File: src/kle_pkg.sv
`timescale 1ns / 1ps

package kle_pkg;

  localparam int ROW_CELLS = 16;
  localparam int LINE_LEN_DEF = 16;
  localparam int COL_W = $clog2(ROW_CELLS);

  localparam logic [7:0] SPACE_CHAR = 8'h20;
  localparam logic [15:0] EVT_KEY = 16'd1;
  localparam logic [1:0] KVAL_PRESS = 2'd1;

  localparam logic [15:0] KEY_ESC = 16'd1;
  localparam logic [15:0] KEY_BKSP = 16'd14;
  localparam logic [15:0] KEY_TAB = 16'd15;
  localparam logic [15:0] KEY_ENTER = 16'd28;
  localparam logic [15:0] KEY_UP = 16'd103;
  localparam logic [15:0] KEY_RIGHT = 16'd106;
  localparam logic [15:0] KEY_DOWN = 16'd108;
  localparam logic [15:0] KEYMAP_SIZE = 16'd64;

  typedef struct packed {
    logic        opcode;
    logic [15:0] event_type;
    logic [15:0] key_code;
    logic [1:0]  key_value;
  } kle_in_t;

  typedef struct packed {
    logic             row;
    logic [COL_W-1:0] column;
    logic [7:0]       character;
    logic             display_on;
    logic             last;
  } kle_out_t;

  typedef enum logic [3:0] {
    ACT_NONE,
    ACT_HOLD,
    ACT_PUT,
    ACT_TAB,
    ACT_BKSP,
    ACT_FWD,
    ACT_BACK,
    ACT_ENTER,
    ACT_ESC,
    ACT_TOGGLE
  } kle_act_t;

  typedef enum logic [1:0] {
    ST_IDLE,
    ST_EXEC,
    ST_ROW0,
    ST_ROW1
  } kle_state_t;

  typedef struct packed {
    logic load;
    logic exec;
    logic emit;
    logic row;
  } kle_cmd_t;

  typedef struct packed {
    logic ignore;
    logic two_rows;
    logic col_end;
  } kle_sts_t;

  function automatic logic [7:0] key_char(input logic [5:0] code);
    logic [7:0] ch;
    unique case (code)
      6'd2:  ch = "1";
      6'd3:  ch = "2";
      6'd4:  ch = "3";
      6'd5:  ch = "4";
      6'd6:  ch = "5";
      6'd7:  ch = "6";
      6'd8:  ch = "7";
      6'd9:  ch = "8";
      6'd10: ch = "9";
      6'd11: ch = "0";
      6'd12: ch = "-";
      6'd13: ch = "=";
      6'd16: ch = "q";
      6'd17: ch = "w";
      6'd18: ch = "e";
      6'd19: ch = "r";
      6'd20: ch = "t";
      6'd21: ch = "y";
      6'd22: ch = "u";
      6'd23: ch = "i";
      6'd24: ch = "o";
      6'd25: ch = "p";
      6'd26: ch = "[";
      6'd27: ch = "]";
      6'd30: ch = "a";
      6'd31: ch = "s";
      6'd32: ch = "d";
      6'd33: ch = "f";
      6'd34: ch = "g";
      6'd35: ch = "h";
      6'd36: ch = "j";
      6'd37: ch = "k";
      6'd38: ch = "l";
      6'd44: ch = "z";
      6'd45: ch = "x";
      6'd46: ch = "c";
      6'd47: ch = "v";
      6'd48: ch = "b";
      6'd49: ch = "n";
      6'd50: ch = "m";
      6'd51: ch = ",";
      6'd52: ch = ".";
      6'd53: ch = "/";
      6'd57: ch = " ";
      default: ch = 8'h00;
    endcase
    return ch;
  endfunction

endpackage

File: src/kle_ctrl.sv
`timescale 1ns / 1ps

module kle_ctrl (
  input  logic              clk,
  input  logic              rst_n,
  input  logic              start,
  input  kle_pkg::kle_sts_t sts,
  output kle_pkg::kle_cmd_t cmd,
  output logic              busy
);
  import kle_pkg::*;

  kle_state_t state_r;
  kle_state_t state_nxt;

  always_ff @(posedge clk) begin
    if (!rst_n) begin
      state_r <= ST_IDLE;
    end else begin
      state_r <= state_nxt;
    end
  end

  always_comb begin
    state_nxt = state_r;
    unique case (state_r)
      ST_IDLE: begin
        if (start) begin
          state_nxt = ST_EXEC;
        end
      end
      ST_EXEC: begin
        if (sts.ignore) begin
          state_nxt = ST_IDLE;
        end else if (sts.two_rows) begin
          state_nxt = ST_ROW0;
        end else begin
          state_nxt = ST_ROW1;
        end
      end
      ST_ROW0: begin
        if (sts.col_end) begin
          state_nxt = ST_ROW1;
        end
      end
      ST_ROW1: begin
        if (sts.col_end) begin
          state_nxt = ST_IDLE;
        end
      end
      default: state_nxt = ST_IDLE;
    endcase
  end

  always_comb begin
    cmd = '0;
    busy = 1'b1;
    unique case (state_r)
      ST_IDLE: begin
        busy = 1'b0;
        cmd.load = start;
      end
      ST_EXEC: begin
        cmd.exec = 1'b1;
      end
      ST_ROW0: begin
        cmd.emit = 1'b1;
      end
      ST_ROW1: begin
        cmd.emit = 1'b1;
        cmd.row = 1'b1;
      end
      default: busy = 1'b1;
    endcase
  end

endmodule

File: src/kle_dpath.sv
`timescale 1ns / 1ps

module kle_dpath #(
  parameter int LINE_LEN = kle_pkg::LINE_LEN_DEF
) (
  input  logic              clk,
  input  logic              rst_n,
  input  kle_pkg::kle_in_t  in_data,
  input  kle_pkg::kle_cmd_t cmd,
  output kle_pkg::kle_sts_t sts,
  output logic              out_valid,
  output kle_pkg::kle_out_t out_data
);
  import kle_pkg::*;

  localparam int CW = $clog2(LINE_LEN + 1);
  localparam int PW = CW + 3;

  kle_in_t          item_r;
  logic [CW-1:0]    cur_r;
  logic [CW-1:0]    cur_nxt;
  logic             chat_r;
  logic             chat_nxt;
  logic [7:0]       line_r [ROW_CELLS];
  logic [7:0]       line_nxt [ROW_CELLS];
  logic [7:0]       top_r [ROW_CELLS];
  logic [7:0]       top_nxt [ROW_CELLS];
  logic [COL_W-1:0] col_r;
  logic             out_valid_r;
  kle_out_t         out_r;

  kle_act_t         act;
  logic [7:0]       map_ch;
  logic [CW-1:0]    wr_base;
  logic [2:0]       wr_n;
  logic [7:0]       wr_ch;
  logic [CW-1:0]    cur_back;
  logic [CW:0]      tab_end;
  logic [PW-1:0]    wr_lo;
  logic [PW-1:0]    wr_hi;

  always_comb begin
    act = ACT_NONE;
    map_ch = key_char(item_r.key_code[5:0]);
    if (item_r.opcode) begin
      act = ACT_TOGGLE;
    end else if (chat_r && item_r.event_type == EVT_KEY && item_r.key_value == KVAL_PRESS) begin
      unique case (item_r.key_code) inside
        KEY_ESC:          act = ACT_ESC;
        KEY_BKSP:         act = ACT_BKSP;
        KEY_TAB:          act = ACT_TAB;
        KEY_ENTER:        act = ACT_ENTER;
        KEY_UP, KEY_RIGHT: act = ACT_FWD;
        KEY_DOWN:         act = ACT_BACK;
        default: begin
          act = (item_r.key_code < KEYMAP_SIZE && map_ch != 8'h00) ? ACT_PUT : ACT_HOLD;
        end
      endcase
    end
  end

  assign sts.ignore = (act == ACT_NONE);
  assign sts.two_rows = (act == ACT_ENTER) || (act == ACT_TOGGLE);
  assign sts.col_end = (col_r == COL_W'(ROW_CELLS - 1));

  assign cur_back = (cur_r == '0) ? '0 : cur_r - CW'(1);
  assign tab_end = {1'b0, cur_r} + (CW + 1)'(4);

  always_comb begin
    wr_base = cur_r;
    wr_n = 3'd0;
    wr_ch = SPACE_CHAR;
    cur_nxt = cur_r;
    chat_nxt = chat_r;
    for (int i = 0; i < ROW_CELLS; i++) begin
      line_nxt[i] = line_r[i];
      top_nxt[i] = top_r[i];
    end
    if (cmd.exec) begin
      case (act)
        ACT_PUT: begin
          wr_n = 3'd1;
          wr_ch = map_ch;
          if (cur_r < CW'(LINE_LEN)) begin
            cur_nxt = cur_r + CW'(1);
          end
        end
        ACT_TAB: begin
          wr_n = 3'd4;
          cur_nxt = (tab_end > (CW + 1)'(LINE_LEN)) ? CW'(LINE_LEN) : tab_end[CW-1:0];
        end
        ACT_BKSP: begin
          wr_base = cur_back;
          wr_n = 3'd1;
          cur_nxt = cur_back;
        end
        ACT_FWD: begin
          if (cur_r < CW'(LINE_LEN)) begin
            cur_nxt = cur_r + CW'(1);
          end
        end
        ACT_BACK: begin
          cur_nxt = cur_back;
        end
        ACT_ENTER: begin
          cur_nxt = '0;
          for (int i = 0; i < ROW_CELLS; i++) begin
            top_nxt[i] = line_r[i];
            line_nxt[i] = SPACE_CHAR;
          end
        end
        ACT_ESC: begin
          cur_nxt = '0;
          chat_nxt = 1'b0;
          for (int i = 0; i < ROW_CELLS; i++) begin
            line_nxt[i] = SPACE_CHAR;
          end
        end
        ACT_TOGGLE: begin
          chat_nxt = ~chat_r;
        end
        default: begin
          cur_nxt = cur_r;
        end
      endcase
    end
    wr_lo = {3'b000, wr_base};
    wr_hi = wr_lo + PW'(wr_n);
    for (int i = 0; i < ROW_CELLS; i++) begin
      if (PW'(i) >= wr_lo && PW'(i) < wr_hi && PW'(i) < PW'(LINE_LEN)) begin
        line_nxt[i] = wr_ch;
      end
    end
  end

  always_ff @(posedge clk) begin
    if (cmd.load) begin
      item_r <= in_data;
    end
  end

  always_ff @(posedge clk) begin
    if (!rst_n) begin
      cur_r <= '0;
      chat_r <= 1'b0;
      col_r <= '0;
      out_valid_r <= 1'b0;
      for (int i = 0; i < ROW_CELLS; i++) begin
        line_r[i] <= SPACE_CHAR;
        top_r[i] <= SPACE_CHAR;
      end
    end else begin
      cur_r <= cur_nxt;
      chat_r <= chat_nxt;
      out_valid_r <= cmd.emit;
      for (int i = 0; i < ROW_CELLS; i++) begin
        line_r[i] <= line_nxt[i];
        top_r[i] <= top_nxt[i];
      end
      if (cmd.exec) begin
        col_r <= '0;
      end else if (cmd.emit) begin
        col_r <= col_r + COL_W'(1);
      end
    end
  end

  always_ff @(posedge clk) begin
    if (cmd.emit) begin
      out_r.row <= cmd.row;
      out_r.column <= col_r;
      out_r.character <= cmd.row ? line_r[col_r] : top_r[col_r];
      out_r.display_on <= chat_r;
      out_r.last <= cmd.row && sts.col_end;
    end
  end

  assign out_valid = out_valid_r;
  assign out_data = out_r;

endmodule

File: src/keyboard_line_editor.sv
`timescale 1ns / 1ps

// Line editor for keyboard events with a two-row, sixteen-cell text display.
// A request is taken on in_data at a rising edge where start is high and busy
// is low; busy stays high until the request's last result has been issued.
// Results leave one cell per cycle on out_data, each marked by out_valid for a
// single cycle; out_data.last flags the final cell of a request. The receiver
// cannot hold results off, so out_valid is simply a strobe.
// Sequence: the accepting edge registers the request and enters the execute
// state, which applies the edit; the controller then walks the display rows,
// and each cell is registered before it appears on out_data. A request emits
// one row, or both rows (Enter, toggle); an ignored event emits none and the
// controller returns to idle from the execute state. A new request is taken
// only while busy is low. The column counter reads out one display cell per cycle.
// Reset (synchronous, active low) clears the edit line and the committed row
// to spaces, returns the cursor to column 0 and turns chat mode off.
module keyboard_line_editor #(
  parameter int LINE_LEN = kle_pkg::LINE_LEN_DEF
) (
  input  logic              clk,
  input  logic              rst_n,
  input  logic              start,
  output logic              busy,
  input  kle_pkg::kle_in_t  in_data,
  output logic              out_valid,
  output kle_pkg::kle_out_t out_data
);
  import kle_pkg::*;

  kle_cmd_t cmd;
  kle_sts_t sts;

  kle_ctrl u_ctrl (
    .clk   (clk),
    .rst_n (rst_n),
    .start (start),
    .sts   (sts),
    .cmd   (cmd),
    .busy  (busy)
  );

  kle_dpath #(
    .LINE_LEN (LINE_LEN)
  ) u_dpath (
    .clk       (clk),
    .rst_n     (rst_n),
    .in_data   (in_data),
    .cmd       (cmd),
    .sts       (sts),
    .out_valid (out_valid),
    .out_data  (out_data)
  );

  a_accept_busy: assert property (@(posedge clk) disable iff (!rst_n)
    start && !busy |=> busy)
    else $error("busy did not rise after a request was accepted");

  a_last_ends: assert property (@(posedge clk) disable iff (!rst_n)
    out_valid && out_data.last |=> !out_valid)
    else $error("result issued after the last result of a request");

  a_idle_done: assert property (@(posedge clk) disable iff (!rst_n)
    !busy && out_valid |-> out_data.last)
    else $error("controller idle while a request still has results pending");

  a_row_burst: assert property (@(posedge clk) disable iff (!rst_n)
    out_valid && !out_data.last |=> out_valid)
    else $error("gap inside a row burst");

endmodule

File: config.mk
export PLATFORM = sky130hd
export DESIGN_NAME = keyboard_line_editor
export DESIGN_NICKNAME = d
export VERILOG_FILES = /design/src/kle_pkg.sv /design/src/kle_ctrl.sv /design/src/kle_dpath.sv /design/src/keyboard_line_editor.sv
export SDC_FILE = /design/constraint.sdc
export NUM_CORES = 1
export LEC_CHECK = 0
export ABC_AREA = 1
export BUFFER_PORTS_ARGS = -buffer_cell sky130_fd_sc_hd__buf_2
export CORE_UTILIZATION = 60
export DETAILED_ROUTE_END_ITERATION = 12
export GPL_TIMING_DRIVEN = 0
export PLACE_DENSITY = 0.87
export SLEW_MARGIN = 20
export SYNTH_ARGS = -nofsm -noshare
export SYNTH_HDL_FRONTEND = slang
export SYNTH_SLANG_ARGS = --single-unit
File: constraint.sdc
create_clock -name clk -period 13.1 [get_ports clk]
set_input_delay 2.62 -clock clk [delete_from_list [all_inputs] [get_ports clk]]
set_output_delay 2.62 -clock clk [all_outputs]
set_load 0.02 [all_outputs]
* After elaboration in Yosys (flattened, before gate mapping)
Memory sizes are Yosys's and may differ from the RTL's. A register that Yosys moved wholly into a read port is not among the register bits.
Index checks and enable logic that the tools add are counted.
** Operators by class
- Add/sub/neg operators :: 5
- $lt $le $gt $ge :: 35
- Equal/unequal tests :: 27
- Mux-type cells :: 86
- Bitwise operators :: 34
- Reductions and logical operators :: 38
** Operator list (count)
- $mux 128 :: 4
- $mux 8 :: 51
- $lt 4x8->1 const A :: 8
- $eq 16x7->1 const B :: 3
- $ge 4x5->1 const A :: 8
- $eq 16x1->1 const B :: 2
- $eq 16x4->1 const B :: 2
- $lt 3x8->1 const A :: 4
- $or 1x1->1 :: 32
- $mux 5 :: 5
- $mux 4 :: 6
- $pmux 4 s6 :: 1
- $ge 3x5->1 const A :: 4
- $logic_and 1x1->1 :: 20
- $pmux 5 s4 :: 1
- $eq 16x5->1 const B :: 1
- $eq 4x3->1 const B :: 4
- $lt 1x8->1 const A :: 2
- $lt 16x7->1 const B :: 1
- $lt 2x8->1 const A :: 2
- $reduce_or 2->1 :: 7
- $eq 4x4->1 const B :: 3
- $ge 1x5->1 const A :: 2
- $ge 2x5->1 const A :: 2
- 30 further kinds :: 50
** Word-level totals
- Bits in registers :: 63
- Bits in writable memories :: 256
- Bits in read-only memories :: 448
- Input port bits :: 38
- Output and inout bits :: 17
- Word-level logic and storage cells :: 242
- Memories :: 3
** Memory list
- (no name shown) :: depth 64, width 7, rd ports 1, clocked after memory_dff 1, write ports 0, RTL line kle_pkg.sv:72 : unique case (code)
- u_dpath.line_r :: depth 16, width 8, rd ports 17, clocked after memory_dff 1, write ports 16, RTL line kle_dpath.sv:24 : logic [7:0] line_r [ROW_CELLS];
- u_dpath.top_r :: depth 16, width 8, rd ports 1, clocked after memory_dff 1, write ports 16, RTL line kle_dpath.sv:26 : logic [7:0] top_r [ROW_CELLS];

* Longest topological paths before layout
- Depth after elaboration :: 15
- Mapped depth :: 29

* Modules after synthesis
Synthesis repeated with hierarchy kept, for this count alone.
** Second synthesis, totals
- Cells, all modules :: 1850
- Area, all modules :: 15120.8 um^2
** Modules (own cells, without submodules)
- kle_dpath :: instances 1, cells an instance 1822, area each 14974.4 um^2, sequential area each 7517.2 um^2
- kle_ctrl :: instances 1, cells an instance 28, area each 146.4 um^2, sequential area each 40.0 um^2

* Worst setup path after synthesis
OpenSTA, ideal clock, no wires.
- Path kind :: input port to flip-flop
- Start :: input start
- End :: register u_dpath.map_ch[5] (netlist name)
- Library setup time :: 122 ps
- Arrival :: 6086 ps
- Required time :: 12978 ps
- Path slack :: 6892 ps
- Stages on the path :: 12
- Buffers on the path :: 1
- Path through :: inv_1 > nor2_1 > inv_1 > clkbuf_1 > o21ai_0 > ha_1 > inv_1 > o21ai_0 > inv_1 > a211oi_1 > o31ai_1 > a221o_1
** RTL lines
- from (decl) :: RTL line keyboard_line_editor.sv:22 : input logic start,

==> flow_summary.toml <==
[synth]
synth_area_mm2 = 0.01495
syn_nets = 1863
synth_compound_area_share_pct = 15.94
yosysTopAreaCellShare_pct = 32.33
synth_mux_area_share_pct = 0.06693
synth_cell_types = 52
synth_xor_area_share_pct = 0.4685
synth_edf_count = 161
yosysTopAreaCell = "edfxtp_1"
ys_ff_latch = 297
ys_top_cells_by_area = "edfxtp_1 32%, dfxtp_1 18%, nand3_1 6.9%"
yosysWarnings = 0
synth_top_family_by_area = "simple AND/OR/NAND/NOR gates"
syn_inst = 1806
avgSynthCellArea_um2 = 8.280
synthFlopType = "edfxtp_1"
synth-simple-area-share_pct = 23.65
synth-async-reset-ratio_pct = 0
synthAdderAreaFrac_pct = 1.590
yosysSeqAreaShare_pct = 50.54

[timing]
worst_slack_ns = 7.921
drv_slew = 0
fmax_mhz = 193.1
rsz0062_at_grt = "false"
finalHoldViolCount = 0
slew-limit-headroom_pct = 34.97
clock_skew_ns = 0.01124
setup_viol = 0
worst_pin_slew_ns = 0.9754
fin_tns_setup_ns = 0
fin_crit_ns = 5.179
fin_crit_sh_pct = 39.54

[placement]
post-place-cells = 2186
gp_congestion = 0.9798
place_ws_ns = 7.440
port_buffers = 53
place_hpwl_mm = 35.33

[worst_setup_path]
endpoint_kind = "register"
timing.rr.start = "u_dpath.item_r[14]$_DFFE_PP_"
rr_endpoint = "u_dpath.line_r[14][6]$_SDFFE_PN0P_"
start_kind = "input pin"
r2r_cells = 28
r2r_slack_ns = 8.43
crit_arrival_ns = 5.67
path_max_fanout = 31
cp.required_ns = 13.59
crit_type = "in2reg"

[grt]
grt_pass1_vias = 13133
overflow = 0
grt_max_degree = 58
grt_use_total_pct = 38.48
antenna_found_initial = 0
grt_pass1_wl_mm = 74.78

[route]
first_pass_iters = 6
drtAntennaViolNets = 0
vias = 14055
vias_per_cell = 6.277
wirelength_mm = 48.96
drcViolationCount = 0
wl_per_cell_um = 21.87
drt_iter0_markers = 1827

[floorplan]
pin_count = 55
core_area_mm2 = 0.02439
dieArea_mm2 = 0.02556
start_util_pct = 61.31
fp.dieW_um = 159.9
die_h_um = 159.9
num_rows = 57

[pwr]
p_clk_share_pct = 39.7
p_int_mw = 1.580
seq_power_share_pct = 48.8
p_per_area_mw_per_mm2 = 128.3
ir_worst_vdd_v = 0.0001042
combPwrFrac_pct = 11.4
switching_share_pct = 26.07
cellLeakagePower_nw = 6.391
netSwitchingPower_mw = 0.5572

[hold_path]
holdCritPathClass = "reg2reg"
min_from = "u_dpath.line_r[7][0]$_SDFFE_PN0P_"
min_to = "u_dpath.line_r[7][0]$_SDFFE_PN0P_"
worstHoldPathCells = 2

[cts]
clock_latency_ns = 0.56
tritoncts = "yes"
ctsResizeCount = 0
cts_buffers = 29
clkSinkCount = 297
cts_hold_repair.buffers = 0
cts-root-buf = "clkbuf_16"
cts_setup_buffers = 0
clk_pin_slew_ns = 0.07
clock_path_buffers = 3
h-tree-depth = 1

[cells_and_area]
area_growth_pct = 11.40
nFillCells = 2036
drive_gt1_share_pct = 9.295
nNetsFinal = 1950
fin_cells = 2239
diodes = 0

[outcome]
status = "complete, no violations"

[run]
maxCapViolations = 0
-- worst max path at each step --
stage,start,end,slack (ns),depth (start not counted)
after floorplan,start,u_dpath.map_ch[5]$_DFF_P_,6.89,12
after global placement,rst_n,u_dpath.top_r[12][2]$_SDFFCE_PN0P_,5.41,6
after detailed placement,start,u_dpath.map_ch[4]$_DFF_P_,7.44,18
after CTS,start,u_dpath.map_ch[4]$_DFF_P_,7.98,18
after global routing,start,u_dpath.map_ch[4]$_DFF_P_,7.54,18
final,start,u_dpath.map_ch[4]$_DFF_P_,7.92,18
-- synth_stat cells, types with 12 or more instances --
master / instances
nor2_1: 226
nand2_1: 220
nand3_1: 207
inv_1: 199
edfxtp_1: 161
o21ai_0: 161
a21oi_1: 153
dfxtp_1: 136
clkbuf_1: 81
o221ai_1: 28
ha_1: 19
nand4_1: 18
nand2_2: 15
nand2_4: 13
nor3_1: 13
a31oi_1: 12
o22ai_1: 12
-- cell usage in the layout, fill, tap and decap left out, types with 18 or more instances in the layout --
cell type and n:
nor2_1 225, a21oi_1 153, o21ai_0 161, edfxtp_1 161
ha_1 19, inv_1 199, o221ai_1 28, buf_2 61
nand2_1 219, nand3_1 207, nand4_1 18, dfxtp_1 136
clkbuf_1 87, clkbuf_16 29
-- metal layers --
| layer | vias up | global-route usage [%] | part of all wire, % |
|---|---|---|---|
| met3 | 189 | 9.091 | 13 |
| met2 | 954 | 61.49 | 45 |
| li1 | 6371 | - | - |
| met5 | - | 0 | 0 |
| met1 | 6541 | 49.32 | 37 |
| met4 | 0 | 18.70 | 5.1 |
-- power groups by stage --
stage	Sequential, mW	Combinational (mW)	Clock [mW]
after global routing	1.05	0.263	0.878
final	1.04	0.245	0.849
after global placement	1.07	0.228	0
after detailed placement	1.06	0.236	0
after floorplan	1.07	0.147	0
after CTS	1.04	0.237	0.841
-- per-stage QoR --
stage               instance area, µm²  utilization [%]  hold slack, ns  power [mW]
global placement                 15630            64.06          0.4494       1.293
global route                     16660            68.30          0.4830       2.188
finish                           16660            68.30          0.4682       2.137
CTS                              16660            68.30          0.4626       2.121
floorplan                        14950                -          0.4409       1.214
detailed placement               15710            64.40          0.4533       1.299
-- sequential cells by signal (all words and copies together), names as in the netlist, named ones only --
name               count
u_ctrl.state_r         1
u_dpath.chat_r         1
u_dpath.col_r          4
u_dpath.cur_r          5
u_dpath.item_r        35
u_dpath.line_r       112
u_dpath.map_ch         7
u_dpath.out_data      14
u_dpath.out_valid      1
u_dpath.top_r        112
-- layout make-up --
cell class / instances / area [µm²] / area share (%)
sequential: 297 / 7557 / 45.36
multi-input combinational: 1206 / 6257 / 37.56
inverter: 209 / 784.5 / 4.709
clock buffer: 36 / 762.0 / 4.574
tap: 324 / 405.4 / 2.433
buffer: 94 / 370.4 / 2.223
timing repair buffer: 56 / 332.8 / 1.998
clock inverter: 17 / 190.2 / 1.142
-- worst max-delay path: stages --
cell and delay (ns):
buf_2 0.10, inv_1 0.06, nor2_4 0.22, buf_12 0.23
inv_1 0.09, clkbuf_1 0.21, o21ai_1 0.71, inv_1 0.26
ha_1 0.27, inv_1 0.06, o21ai_0 0.12, inv_1 0.17
o21ai_0 0.10, o21ai_0 0.12, nor2_1 0.07, o22ai_1 0.13
nand2_1 0.07, nand2_1 0.05
-- kinds of logic after synthesis --
kind of cell	count (synthesis)
compound gates	420
mux	1
other cells	1
fa+ha+maj	19
xor+xnor	8
simple gates	757
buf+inv	303
flops	297
(Power assumes the default switching activity.)
